<file path="config.mk">
export PLATFORM = sky130hd
export DESIGN_NAME = double_ended_queue_flat
export DESIGN_NICKNAME = d
export VERILOG_FILES = /design/src/deq_pkg.sv /design/src/deq_if.sv /design/src/deq_ctrl.sv /design/src/deq_datapath.sv /design/src/double_ended_queue.sv /design/src/flat_wrapper.sv
export SDC_FILE = /design/constraint.sdc
export NUM_CORES = 1
export LEC_CHECK = 0
export ABC_CLOCK_PERIOD_IN_PS = 5400
export BUFFER_PORTS_ARGS = -buffer_cell sky130_fd_sc_hd__buf_2
export CAP_MARGIN = 20
export CORE_MARGIN = 10
export CORE_UTILIZATION = 42
export DETAILED_ROUTE_END_ITERATION = 16
export HOLD_SLACK_MARGIN = 0.02
export SLEW_MARGIN = 20
export SYNTH_ARGS = -nofsm -noshare
export SYNTH_HDL_FRONTEND = slang
export SYNTH_HIERARCHICAL = 1
export SYNTH_SLANG_ARGS = --single-unit
</file>
<file path="constraint.sdc">
create_clock -name clk -period 5.4 [get_ports clk]
set_input_delay 0.54 -clock clk [delete_from_list [all_inputs] [get_ports clk]]
set_output_delay 0.54 -clock clk [all_outputs]
set_load 0.02 [all_outputs]
</file>
<file path="src/deq_pkg.sv">
// ----------------------------------------------------------------------------
// deq_pkg
// Shared types and constants of the double-ended queue.
// ----------------------------------------------------------------------------
package deq_pkg;

  localparam int DEPTH_DEF = 16;
  localparam int WORD_W    = 32;
  localparam int REQ_W     = 2;
  localparam int STATUS_W  = 2;
  localparam int OCC_W     = 5;

  typedef enum logic [REQ_W-1:0] {
    REQ_PUSH_REAR  = 2'd0,
    REQ_PUSH_FRONT = 2'd1,
    REQ_POP_REAR   = 2'd2,
    REQ_POP_FRONT  = 2'd3
  } deq_req_t;

  typedef enum logic [STATUS_W-1:0] {
    ST_OK    = 2'd0,
    ST_EMPTY = 2'd1,
    ST_FULL  = 2'd2
  } deq_status_t;

  typedef enum logic [1:0] {
    S_IDLE,
    S_EXEC,
    S_RESP
  } deq_state_t;

  typedef struct packed {
    logic load;
    logic push;
    logic pop;
    logic reject;
  } deq_cmd_t;

  typedef struct packed {
    logic is_pop;
    logic empty;
    logic full;
  } deq_stat_t;

endpackage

</file>
<file path="src/deq_if.sv">
// ----------------------------------------------------------------------------
// deq_if
// Request and response channels of the double-ended queue.
// ----------------------------------------------------------------------------
interface deq_req_if;
  import deq_pkg::*;

  logic                     valid;
  logic                     ready;
  logic [REQ_W-1:0]         req_type;
  logic signed [WORD_W-1:0] push_value;

  modport source (output valid, output req_type, output push_value, input ready);
  modport sink   (input valid, input req_type, input push_value, output ready);
endinterface

interface deq_rsp_if;
  import deq_pkg::*;

  logic                     valid;
  logic                     ready;
  logic signed [WORD_W-1:0] pop_value;
  logic [STATUS_W-1:0]      status;
  logic [OCC_W-1:0]         occupancy;

  modport source (output valid, output pop_value, output status, output occupancy,
                  input ready);
  modport sink   (input valid, input pop_value, input status, input occupancy,
                  output ready);
endinterface

</file>
<file path="src/deq_ctrl.sv">
// ----------------------------------------------------------------------------
// deq_ctrl
// Sequencer that takes a request, has the datapath execute it and holds
// the response until it is taken.
// ----------------------------------------------------------------------------
module deq_ctrl
  import deq_pkg::*;
(
  input  logic      clk,
  input  logic      rst_n,
  input  logic      in_valid,
  output logic      in_ready,
  output logic      out_valid,
  input  logic      out_ready,
  input  deq_stat_t stat,
  output deq_cmd_t  cmd
);

  deq_state_t state_r, state_nxt;

  always_ff @(posedge clk) begin
    if (!rst_n) begin
      state_r <= S_IDLE;
    end else begin
      state_r <= state_nxt;
    end
  end

  always_comb begin
    state_nxt = state_r;
    cmd       = '0;
    in_ready  = 1'b0;
    out_valid = 1'b0;
    case (state_r)
      S_IDLE: begin
        in_ready = 1'b1;
        if (in_valid) begin
          cmd.load  = 1'b1;
          state_nxt = S_EXEC;
        end
      end
      S_EXEC: begin
        if (stat.is_pop && !stat.empty) begin
          cmd.pop = 1'b1;
        end else if (!stat.is_pop && !stat.full) begin
          cmd.push = 1'b1;
        end else begin
          cmd.reject = 1'b1;
        end
        state_nxt = S_RESP;
      end
      S_RESP: begin
        out_valid = 1'b1;
        if (out_ready) begin
          state_nxt = S_IDLE;
        end
      end
      default: begin
        state_nxt = S_IDLE;
      end
    endcase
  end

endmodule

</file>
<file path="src/deq_datapath.sv">
// ----------------------------------------------------------------------------
// deq_datapath
// Circular word store with front and rear indices, word count and the
// response registers.
// ----------------------------------------------------------------------------
module deq_datapath
  import deq_pkg::*;
#(
  parameter int DEPTH = DEPTH_DEF
) (
  input  logic                       clk,
  input  logic                       rst_n,
  input  deq_cmd_t                   cmd,
  output deq_stat_t                  stat,
  input  logic [REQ_W-1:0]           req_type,
  input  logic signed [WORD_W-1:0]   push_value,
  output logic signed [WORD_W-1:0]   pop_value,
  output logic [STATUS_W-1:0]        status,
  output logic [OCC_W-1:0]           occupancy
);

  localparam int IDX_W = (DEPTH > 1) ? $clog2(DEPTH) : 1;
  localparam int CNT_W = $clog2(DEPTH + 1);
  localparam logic [IDX_W-1:0] LAST_IDX = IDX_W'(DEPTH - 1);
  localparam logic [CNT_W-1:0] FULL_CNT = CNT_W'(DEPTH);

  function automatic logic [IDX_W-1:0] idx_next(input logic [IDX_W-1:0] i);
    return (i == LAST_IDX) ? '0 : i + 1'b1;
  endfunction

  function automatic logic [IDX_W-1:0] idx_prev(input logic [IDX_W-1:0] i);
    return (i == '0) ? LAST_IDX : i - 1'b1;
  endfunction

  logic signed [WORD_W-1:0] mem [DEPTH];

  deq_req_t                 req_r;
  logic signed [WORD_W-1:0] value_r;
  logic signed [WORD_W-1:0] rd_r;
  logic [IDX_W-1:0]         front_r, front_nxt;
  logic [IDX_W-1:0]         rear_r, rear_nxt;
  logic [CNT_W-1:0]         count_r, count_nxt;
  logic                     pop_ok_r;
  deq_status_t              status_r;

  logic             is_front;
  logic [IDX_W-1:0] wr_addr;
  logic [IDX_W-1:0] rd_addr;

  always_comb begin
    is_front    = (req_r == REQ_PUSH_FRONT) || (req_r == REQ_POP_FRONT);
    wr_addr     = is_front ? idx_prev(front_r) : rear_r;
    rd_addr     = is_front ? front_r : idx_prev(rear_r);
    stat.is_pop = (req_r == REQ_POP_REAR) || (req_r == REQ_POP_FRONT);
    stat.empty  = (count_r == '0);
    stat.full   = (count_r == FULL_CNT);
  end

  always_comb begin
    front_nxt = front_r;
    rear_nxt  = rear_r;
    count_nxt = count_r;
    if (cmd.push) begin
      count_nxt = count_r + 1'b1;
      if (is_front) begin
        front_nxt = idx_prev(front_r);
      end else begin
        rear_nxt = idx_next(rear_r);
      end
    end else if (cmd.pop) begin
      count_nxt = count_r - 1'b1;
      if (is_front) begin
        front_nxt = idx_next(front_r);
      end else begin
        rear_nxt = idx_prev(rear_r);
      end
    end
  end

  always_ff @(posedge clk) begin
    if (!rst_n) begin
      front_r  <= '0;
      rear_r   <= '0;
      count_r  <= '0;
      pop_ok_r <= 1'b0;
    end else begin
      front_r <= front_nxt;
      rear_r  <= rear_nxt;
      count_r <= count_nxt;
      if (cmd.push || cmd.pop || cmd.reject) begin
        pop_ok_r <= cmd.pop;
      end
    end
  end

  always_ff @(posedge clk) begin
    if (cmd.load) begin
      req_r   <= deq_req_t'(req_type);
      value_r <= push_value;
    end
    if (cmd.push || cmd.pop) begin
      status_r <= ST_OK;
    end else if (cmd.reject) begin
      status_r <= stat.is_pop ? ST_EMPTY : ST_FULL;
    end
  end

  always_ff @(posedge clk) begin
    if (cmd.push) begin
      mem[wr_addr] <= value_r;
    end
    if (cmd.pop) begin
      rd_r <= mem[rd_addr];
    end
  end

  assign pop_value = pop_ok_r ? rd_r : '0;
  assign status    = status_r;
  assign occupancy = OCC_W'(count_r);

  a_count_bound: assert property (@(posedge clk) disable iff (!rst_n)
    count_r <= FULL_CNT)
    else $error("Word count exceeds the store depth.");

  a_push_count: assert property (@(posedge clk) disable iff (!rst_n)
    cmd.push |=> count_r == $past(count_r) + 1'b1)
    else $error("Accepted push did not raise the word count by one.");

  a_pop_count: assert property (@(posedge clk) disable iff (!rst_n)
    cmd.pop |=> count_r == $past(count_r) - 1'b1)
    else $error("Accepted pop did not lower the word count by one.");

  a_reject_hold: assert property (@(posedge clk) disable iff (!rst_n)
    cmd.reject |=> $stable(count_r) && $stable(front_r) && $stable(rear_r))
    else $error("Rejected request changed the queue state.");

  a_single_cmd: assert property (@(posedge clk) disable iff (!rst_n)
    $onehot0({cmd.load, cmd.push, cmd.pop, cmd.reject}))
    else $error("More than one datapath command in a cycle.");

endmodule

</file>
<file path="src/double_ended_queue.sv">
// ----------------------------------------------------------------------------
// double_ended_queue
// Bounded double-ended queue of signed 32-bit words in a circular store.
// ----------------------------------------------------------------------------
//  channel  dir  handshake          payload
//  in_ch    in   valid / ready      req_type[1:0], push_value[31:0]
//  out_ch   out  valid / ready      pop_value[31:0], status[1:0], occupancy[4:0]
//
//  A request passes through accept, execute in the store, and response.
//  The store's single registered read port sets the execute cycle.
//  Reset clears the indices and the word count; the store is not cleared.
//  A new request is taken only after the previous response is taken.
// ----------------------------------------------------------------------------
module double_ended_queue
  import deq_pkg::*;
#(
  parameter int DEPTH = DEPTH_DEF
) (
  input  logic      clk,
  input  logic      rst_n,
  deq_req_if.sink   in_ch,
  deq_rsp_if.source out_ch
);

  deq_cmd_t  cmd;
  deq_stat_t stat;

  deq_ctrl u_ctrl (
    .clk       (clk),
    .rst_n     (rst_n),
    .in_valid  (in_ch.valid),
    .in_ready  (in_ch.ready),
    .out_valid (out_ch.valid),
    .out_ready (out_ch.ready),
    .stat      (stat),
    .cmd       (cmd)
  );

  deq_datapath #(
    .DEPTH (DEPTH)
  ) u_datapath (
    .clk        (clk),
    .rst_n      (rst_n),
    .cmd        (cmd),
    .stat       (stat),
    .req_type   (in_ch.req_type),
    .push_value (in_ch.push_value),
    .pop_value  (out_ch.pop_value),
    .status     (out_ch.status),
    .occupancy  (out_ch.occupancy)
  );

endmodule

</file>
<file path="src/flat_wrapper.sv">
// flat-port wrapper written by rule: the top's interface ports become plain ports
module double_ended_queue_flat import deq_pkg::*;
#(
  parameter int DEPTH = DEPTH_DEF
)
  (clk, rst_n, in_ch_valid, in_ch_req_type, in_ch_push_value, in_ch_ready, out_ch_valid, out_ch_pop_value, out_ch_status, out_ch_occupancy, out_ch_ready);
  deq_req_if in_ch_i ();
  deq_rsp_if out_ch_i ();
  input  logic clk;
  input  logic rst_n;
  input wire logic [$bits(in_ch_i.valid)-1:0] in_ch_valid;
  input wire logic [$bits(in_ch_i.req_type)-1:0] in_ch_req_type;
  input wire logic [$bits(in_ch_i.push_value)-1:0] in_ch_push_value;
  output wire logic [$bits(in_ch_i.ready)-1:0] in_ch_ready;
  output wire logic [$bits(out_ch_i.valid)-1:0] out_ch_valid;
  output wire logic [$bits(out_ch_i.pop_value)-1:0] out_ch_pop_value;
  output wire logic [$bits(out_ch_i.status)-1:0] out_ch_status;
  output wire logic [$bits(out_ch_i.occupancy)-1:0] out_ch_occupancy;
  input wire logic [$bits(out_ch_i.ready)-1:0] out_ch_ready;
  assign in_ch_i.valid = in_ch_valid;
  assign in_ch_i.req_type = in_ch_req_type;
  assign in_ch_i.push_value = in_ch_push_value;
  assign in_ch_ready = in_ch_i.ready;
  assign out_ch_valid = out_ch_i.valid;
  assign out_ch_pop_value = out_ch_i.pop_value;
  assign out_ch_status = out_ch_i.status;
  assign out_ch_occupancy = out_ch_i.occupancy;
  assign out_ch_i.ready = out_ch_ready;
  double_ended_queue #(.DEPTH(DEPTH)) u_core (.clk(clk), .rst_n(rst_n), .in_ch(in_ch_i), .out_ch(out_ch_i));
endmodule
</file>
==> results.py, run 1 <==
metrics = {
    "status": {
        "outcome": "finished, final reports clean",
    },
    "setup_path": {
        "timing.critical_path.arrival_ps": 3820,
        "path_cells": "inv_1, ha_1, or3b_2, a31oi_1, nand3_1, nor2_4, buf_4",
        "worstSetupPathType": "reg2reg",
        "critical_path_source_type": "register",
        "crit_path_end_kind": "register",
        "worst-path-max-fanout": 22,
        "reg2regPathDepth": 7,
        "max_stage_delay_cell_worst_path": "sky130_fd_sc_hd__nor2_4",
        "startpoint": "u_core/u_datapath/front_r[0]",
        "r2r_slack_ps": 1880,
        "crit_required_ps": 5700,
        "worst_r2r_dst": "u_core/u_datapath/mem[9][6]",
        "critPathCapture": "u_core/u_datapath/mem[9][6]",
        "critPathMaxStageDelay_ps": 890,
        "crit-reg2reg-launch": "u_core/u_datapath/front_r[0]",
    },
    "sta": {
        "slew_of_the_pin_with_the_lowest_slew_margin_ps": 1070,
        "rsz0062_at_grt": "false",
        "fin_worst_skew_ps": 15.8,
        "fin_crit_ps": 3520,
        "timing.final.setup_violations": 0,
        "maxSlewHeadroom_pct": 28.9,
        "final_min_period_over_clock_period_pct": 65.1,
        "final.setup.tns_ps": 0,
        "clock.fmax_mhz": 284,
        "hold_violations": 0,
        "final_max_slew_viol_count": 0,
    },
    "cells_and_area": {
        "design.final.nets": 1228,
        "multi_input_area_um2": 4780,
        "sequential_cell_area_um2": 17700,
        "final_layout_size_suffix_gt1_share_pct": 28.3,
        "n_fill_cell": 4376,
        "post-route-cell-area_um2": 26000,
        "layout_area_overhead_pct": 14.7,
    },
    "run": {
        "max_cap_viols": 0,
    },
    "floorplanning": {
        "die_area_um2": 63700,
        "placeableCoreArea_um2": 53600,
        "pin_count": 79,
        "starting_density_pct": 42.3,
        "die_width_um": 252,
        "std_cell_rows": 85,
        "die_height_um": 252,
    },
    "power": {
        "intPower_w": 0.00778,
        "static-leakage-power_nw": 8.36,
        "power.share.sequential_pct": 52.9,
        "power.switching_fraction_pct": 21.7,
        "pwr-share-comb_pct": 6.5,
        "clock_power_share_pct": 40.6,
        "vdd.ir_drop.worst_mv": 0.223,
        "p_switching_w": 0.00215,
        "p_per_area_nw_per_um2": 382,
    },
    "drt": {
        "avgRoutedWirePerCell_um": 25.9,
        "via_per_inst": 5.57,
        "detailedRoute.firstPassIterationCount": 5,
        "dr_total_vias": 10700,
        "drt_first_iter_violations": 1128,
        "antenna_left": 0,
        "wl_final_um": 50000,
        "remaining_drc_errors": 0,
    },
    "cts": {
        "clock_tree_root_driver_cell": "sky130_fd_sc_hd__clkbuf_16",
        "cts_buffers": 58,
        "tritoncts": "done",
        "clock_latency_ps": 610,
        "number_of_buffers_added_for_setup_after_cts": 0,
        "cts_sinks": 596,
        "cts_hold_buf": 0,
        "post_cts_resized": 0,
        "cts.path.max_buffers": 3,
        "h-tree-depth": 2,
        "clk_pin_slew_ps": 60,
    },
    "logic_synthesis": {
        "share_of_cell_area_taken_by_muxes_after_synthesis_pct": 12.9,
        "yosys.cell_types.count": 50,
        "yosys.area_share.xor_xnor_pct": 0.270,
        "synth.yosys.seq_area_share_pct": 78.1,
        "number_of_flops_mapped_to_enable_cells_by_yosys": 578,
        "synth-simple-area-share_pct": 3.08,
        "synth_compound_gate_area_share_pct": 3.56,
        "yosys.area.top_type": "sky130_fd_sc_hd__edfxtp_1",
        "synthesis.area_um2": 22700,
        "postSynthNetCount": 1114,
        "synth.area.top_cells": "sky130_fd_sc_hd__edfxtp_1 77%, sky130_fd_sc_hd__mux4_2 13%, sky130_fd_sc_hd__a22oi_1 2.2%",
        "avgSynthCellArea_um2": 21.2,
        "synthesis.instances": 1068,
        "synthAdderAreaFrac_pct": 0.474,
        "yosys_warnings": 6,
        "yosys_reg_bits": 596,
        "asyncSetResetFlopFracSynth_pct": 0,
        "dominant_combinational_cell_family_by_area_after_synthesis": "multiplexers",
        "synthFlopType": "sky130_fd_sc_hd__edfxtp_1",
        "synth_top_area_share_pct": 76.5,
    },
    "placement": {
        "post-dp-hpwl_um": 28100,
        "globalplace.congestion": 0.741,
        "detailed_place.area_um2": 24100,
        "port_buffers": 78,
    },
    "grt": {
        "grt_antenna_before_repair": 1,
        "wire_length_of_the_first_global_routing_pass_um": 74700,
        "grt_pass1_vias": 11200,
        "grt_remaining_overflow": 0,
        "grt_use_total_pct": 15.8,
        "grt_max_degree": 82,
    },
    "hold_path": {
        "worstHoldPathCells": 1,
        "min-delay-path-class": "in2reg",
    },
}
cell families (layout without fill, tap and decap cells):
group / count (synthesis) / count (layout)
xor+xnor: 7 / 7
simple gates: 140 / 140
compound gates: 115 / 115
buf+inv: 70 / 233
fa+ha+maj: 8 / 8
flops: 596 / 596
mux: 132 / 132
other cells: 0 / 1
power by group through the flow:
stage          Combinational, W  Clock, W  Sequential [W]
2_1_floorplan          0.000462         0         0.00532
3_3_place_gp           0.000650         0         0.00535
3_5_place_dp           0.000653         0         0.00535
4_1_cts                0.000657   0.00413         0.00525
5_1_grt                0.000700   0.00430         0.00526
6_report               0.000642   0.00404         0.00525
through the flow:
stage | hold WS (ps) | setup WS [ps] | std cells | total power [W] | util [%]
floorplan | 471 | 699 | 1068 | 0.00578 | -
global placement | 494 | 1920 | 1816 | 0.00600 | 44.9
global route | 70.0 | 1650 | 1927 | 0.0103 | 48.5
CTS | 60.2 | 1770 | 1926 | 0.0100 | 48.5
finish | 102 | 1880 | 1928 | 0.00993 | 48.5
detailed placement | 509 | 1780 | 1817 | 0.00600 | 44.9
placed cells by master (no fill, tap or decap), types with 5 or more instances in the layout:
cell                          n
sky130_fd_sc_hd__edfxtp_1   578
sky130_fd_sc_hd__mux4_2     128
sky130_fd_sc_hd__buf_2       78
sky130_fd_sc_hd__a22oi_1     65
sky130_fd_sc_hd__clkbuf_16   59
sky130_fd_sc_hd__nand2_1     38
sky130_fd_sc_hd__and2_1      34
sky130_fd_sc_hd__buf_4       27
sky130_fd_sc_hd__nor2_1      21
sky130_fd_sc_hd__dfxtp_1     18
sky130_fd_sc_hd__clkinv_1    17
sky130_fd_sc_hd__nor2_4      16
sky130_fd_sc_hd__inv_1       15
sky130_fd_sc_hd__a21oi_1     13
sky130_fd_sc_hd__clkbuf_1    12
sky130_fd_sc_hd__o21ai_0      9
sky130_fd_sc_hd__clkinv_2     8
sky130_fd_sc_hd__bufinv_16    7
sky130_fd_sc_hd__ha_1         7
sky130_fd_sc_hd__nand3_1      6
sky130_fd_sc_hd__xnor2_1      5
sky130_fd_sc_hd__a31oi_1      5
layer usage:
metal  track usage [%]  share of wire, %  vias up
li1                  -                 -     4653
met1              21.6                44     5712
met2              25.7                49      295
met3              3.07               5.2       71
met4              4.03               1.9        0
met5                 0                 0        -
worst max-delay path: cells and delay by family, from the launching register on:
| kind | cells | cell delay, ps |
|---|---|---|
| buf+inv | 2 | 530 |
| simple gates | 3 | 1720 |
| compound gates | 1 | 310 |
| fa+ha+maj | 1 | 230 |
| flops | 1 | 410 |
final cells by class:
| type | count | area share [%] |
|---|---|---|
| Inverter | 15 | 0.216 |
| Clock buffer | 71 | 5.85 |
| Multi-Input combinational cell | 402 | 18.4 |
| Tap cell | 696 | 3.35 |
| Sequential cell | 596 | 68.1 |
| Clock inverter | 38 | 1.44 |
| Antenna cell | 1 | 0.00962 |
| Timing Repair Buffer | 109 | 2.62 |
worst min path at each step:
stage,endpoint,from,slack [ps]
global placement,u_core/u_datapath/status[1],u_core/u_datapath/status[1],490
CTS,u_core/u_datapath/value_r[9],in_ch_push_value[9],60
global route,u_core/u_datapath/value_r[22],in_ch_push_value[22],70
finish,u_core/u_datapath/value_r[22],in_ch_push_value[22],100
detailed placement,u_core/u_datapath/occupancy[3],u_core/u_datapath/occupancy[3],510
floorplan,u_core/u_datapath/status[1],u_core/u_datapath/req_r[1],470
cell usage after synthesis (2+ instances only):
master / count
sky130_fd_sc_hd__edfxtp_1: 578
sky130_fd_sc_hd__mux4_2: 128
sky130_fd_sc_hd__a22oi_1: 65
sky130_fd_sc_hd__nand2_1: 38
sky130_fd_sc_hd__nor2_1: 37
sky130_fd_sc_hd__and2_1: 34
sky130_fd_sc_hd__buf_2: 21
sky130_fd_sc_hd__clkbuf_1: 18
sky130_fd_sc_hd__dfxtp_1: 18
sky130_fd_sc_hd__a21oi_1: 15
sky130_fd_sc_hd__inv_1: 15
sky130_fd_sc_hd__o21ai_0: 9
sky130_fd_sc_hd__buf_4: 8
sky130_fd_sc_hd__ha_1: 7
sky130_fd_sc_hd__buf_6: 6
sky130_fd_sc_hd__nand3_1: 6
sky130_fd_sc_hd__a31oi_1: 5
sky130_fd_sc_hd__xnor2_1: 5
sky130_fd_sc_hd__mux2i_1: 4
sky130_fd_sc_hd__nand2b_1: 4
sky130_fd_sc_hd__nor2b_1: 4
sky130_fd_sc_hd__a21o_1: 3
sky130_fd_sc_hd__nor3_1: 3
sky130_fd_sc_hd__nor3b_1: 3
sky130_fd_sc_hd__a211oi_1: 2
sky130_fd_sc_hd__and3_1: 2
sky130_fd_sc_hd__buf_1: 2
sky130_fd_sc_hd__o22ai_1: 2
sky130_fd_sc_hd__o31ai_1: 2
sky130_fd_sc_hd__or2_2: 2
sky130_fd_sc_hd__or4_1: 2
sky130_fd_sc_hd__xor2_1: 2
registers in the layout, indices dropped and copies added (netlist names):
register,flops
u_core/u_datapath/status,2
u_core/u_datapath/pop_ok_r,1
u_core/u_datapath/rear_r,4
u_core/u_datapath/front_r,4
u_core/u_datapath/value_r,32
u_core/u_datapath/occupancy,5
u_core/u_ctrl/state_r,2
u_core/u_datapath/mem,512
u_core/u_datapath/rd_r,32
u_core/u_datapath/req_r,2
(Power assumes the default switching activity.)
==> run 2: changes to the inputs <==
- ABC_CLOCK_PERIOD_IN_PS: 5400 -> 3200
- clock period: 5.4 -> 3.2 ns (I/O delays scaled with it)
==> run 2 against run 1 <==
Register-to-register slack worse by 1700 ps. Clock power up 62%. Flip-flop and latch count stayed put. First-iteration DRC count shrank 15%. Design area is 2.4% higher. Via count rose by 1.6%. Critical path depth increased by 1. Hold slack improved by 320 ps. Largest cell class unchanged. Highest routed layer unchanged.
==> results.py, run 2 (synthesized netlist as in run 1, its figures left out) <==
metrics = {
    "setup_path": {
        "crit_required_ps": 3500,
        "timing.critical_path.arrival_ps": 3280,
        "r2r_slack_ps": 220,
        "worst_r2r_dst": "u_core/u_datapath/mem[12][9]",
        "worstSetupPathType": "reg2reg",
        "worst-path-max-fanout": 23,
        "crit_path_end_kind": "register",
        "critical_path_source_type": "register",
        "reg2regPathDepth": 8,
        "crit-reg2reg-launch": "u_core/u_datapath/front_r[1]",
    },
    "placement": {
        "globalplace.congestion": 0.760,
        "port_buffers": 78,
        "post-dp-hpwl_um": 27900,
    },
    "power": {
        "p_total_w": 0.0166,
        "static-leakage-power_nw": 8.65,
        "vdd.ir_drop.worst_mv": 0.391,
        "p_per_area_nw_per_um2": 623,
    },
    "hold_path": {
        "whs_endpoint": "u_core/u_datapath/value_r[27]",
        "worstHoldPathCells": 2,
        "min-delay-path-class": "in2reg",
        "min_from": "in_ch_push_value[27]",
    },
    "sta": {
        "final_min_period_over_clock_period_pct": 93.2,
        "final.setup.tns_ps": 0,
        "maxSlewHeadroom_pct": 28.8,
        "final_max_slew_viol_count": 0,
        "hold_violations": 0,
        "slew_of_the_pin_with_the_lowest_slew_margin_ps": 1070,
        "rsz0062_at_grt": "false",
        "fin_worst_hold_slack_ps": 419,
        "fin_worst_skew_ps": 25.6,
        "fin_crit_ps": 2980,
        "clock.fmax_mhz": 335,
        "timing.final.setup_violations": 0,
    },
    "cells_and_area": {
        "mostFrequentLayoutCell": "sky130_fd_sc_hd__edfxtp_1",
        "final_standard_cell_utilization_of_the_core_pct": 49.7,
        "largestRegisters": "u_core/u_datapath/mem (512), u_core/u_datapath/rd_r (32), u_core/u_datapath/value_r (32)",
        "largest_reg_flops": 512,
        "n_fill_cell": 4315,
        "antennaDiodeCount": 0,
        "max_flop_register": "u_core/u_datapath/mem",
        "sequential_cell_area_um2": 17700,
        "layout_area_overhead_pct": 17.5,
        "final_cell_mix": "578 x sky130_fd_sc_hd__edfxtp_1, 128 x sky130_fd_sc_hd__mux4_2, 78 x sky130_fd_sc_hd__buf_2",
        "final_layout_size_suffix_gt1_share_pct": 28.7,
        "design.final.nets": 1292,
        "multi_input_area_um2": 4800,
    },
    "cts": {
        "clock_tree_root_driver_cell": "sky130_fd_sc_hd__clkbuf_16",
        "clock_latency_ps": 610,
        "cts_sinks": 596,
        "tritoncts": "done",
        "cts_buffers": 59,
        "cts.path.max_buffers": 3,
        "clk_pin_slew_ps": 60,
        "h-tree-depth": 2,
    },
    "status": {
        "outcome": "finished, final reports clean",
    },
    "grt": {
        "grt_max_degree": 67,
        "globalRouteMet3Util_pct": 3.13,
        "grt_antenna_before_repair": 0,
        "wire_length_of_the_first_global_routing_pass_um": 76800,
        "grt_pass1_vias": 11600,
        "grt_use_met2_pct": 26.8,
        "grt-busiest-layer": "met2",
        "grt_use_met1_pct": 21.9,
        "grt_use_total_pct": 16.3,
        "grt_remaining_overflow": 0,
    },
    "drt": {
        "antenna_left": 0,
        "detailedRoute.firstPassIterationCount": 5,
        "wl_final_um": 51000,
        "via_per_inst": 5.50,
        "drt_first_iter_violations": 962,
        "dr_total_vias": 10900,
        "avgRoutedWirePerCell_um": 25.7,
        "remaining_drc_errors": 0,
    },
    "floorplanning": {
        "starting_density_pct": 42.3,
        "die_width_um": 252,
        "die_area_um2": 63700,
        "die_height_um": 252,
        "placeableCoreArea_um2": 53600,
        "pin_count": 79,
        "std_cell_rows": 85,
    },
    "run": {
        "max_cap_viols": 0,
    },
}
## run 2: changes by cell type in the layout (fill, tap and decap cells not counted), moves of 2 or more
cell / change
sky130_fd_sc_hd__dlygate4sd3_1: +37
sky130_fd_sc_hd__buf_4: +14
sky130_fd_sc_hd__buf_12: +13
sky130_fd_sc_hd__bufinv_16: -3
sky130_fd_sc_hd__clkinv_1: -3
sky130_fd_sc_hd__clkbuf_16: +2
sky130_fd_sc_hd__inv_6: -2
sky130_fd_sc_hd__nor3b_2: -2
sky130_fd_sc_hd__nor3b_4: +2
## run 2: worst max-delay path by stage
| stage | from | end | slack, ps | cells after the start |
|---|---|---|---|---|
| 3_3_place_gp | u_core/u_datapath/front_r[1] | u_core/u_datapath/mem[12][11] | 250 | 8 |
| 5_1_grt | u_core/u_datapath/rear_r[0] | u_core/u_datapath/rd_r[6] | 60 | 9 |
| 6_report | u_core/u_datapath/front_r[1] | u_core/u_datapath/mem[12][9] | 220 | 8 |
| 3_5_place_dp | u_core/u_datapath/front_r[1] | u_core/u_datapath/mem[14][13] | 200 | 8 |
| 2_1_floorplan | u_core/u_datapath/occupancy[1] | u_core/u_datapath/mem[11][0] | -350 | 7 |
| 4_1_cts | u_core/u_datapath/front_r[1] | u_core/u_datapath/mem[14][1] | 170 | 8 |
## run 2: per-layer routing
metal | up-vias | wire length, um
met5 | - | 0
met4 | 0 | 1010
met3 | 71 | 2620
met2 | 270 | 25200
met1 | 5792 | 22200
li1 | 4767 | -
## run 2: power by group
part	switching (W)	internal (W)
Sequential	0.000144	0.00871
Clock	0.00279	0.00376
Combinational	0.000639	0.000541
## run 2: timing repair
item	CTS	global route
hold endpoints to repair	38	0
hold buffers	37	0
setup buffers	0	0
resized for setup	0	0
## run 2: layout make-up
type,instances,area share [%]
flip-flops and latches,596,66.5
multi-input cells,402,18.0
clock buffers,74,5.91
repair buffers,172,5.21
well taps,696,3.27
clock inverters,28,0.869
inverters,15,0.211
## run 2: metrics by stage
| step | worst slack (ps) | area, um^2 | cells |
|---|---|---|---|
| 2_1_floorplan | -347 | 22700 | 1068 |
| 3_3_place_gp | 253 | 24500 | 1844 |
| 3_5_place_dp | 199 | 24500 | 1844 |
| 4_1_cts | 168 | 26600 | 1983 |
| 5_1_grt | 59.1 | 26600 | 1983 |
| 6_report | 219 | 26600 | 1983 |
## run 2: critical path, cell delays in order (launching register included)
cell and delay [ps]:
sky130_fd_sc_hd__dfxtp_1 350, sky130_fd_sc_hd__inv_1 90, sky130_fd_sc_hd__ha_1 210, sky130_fd_sc_hd__o21ba_2 190
sky130_fd_sc_hd__o31a_1 250, sky130_fd_sc_hd__nor2_1 110, sky130_fd_sc_hd__a31oi_1 170, sky130_fd_sc_hd__nor2_4 950
sky130_fd_sc_hd__buf_4 350
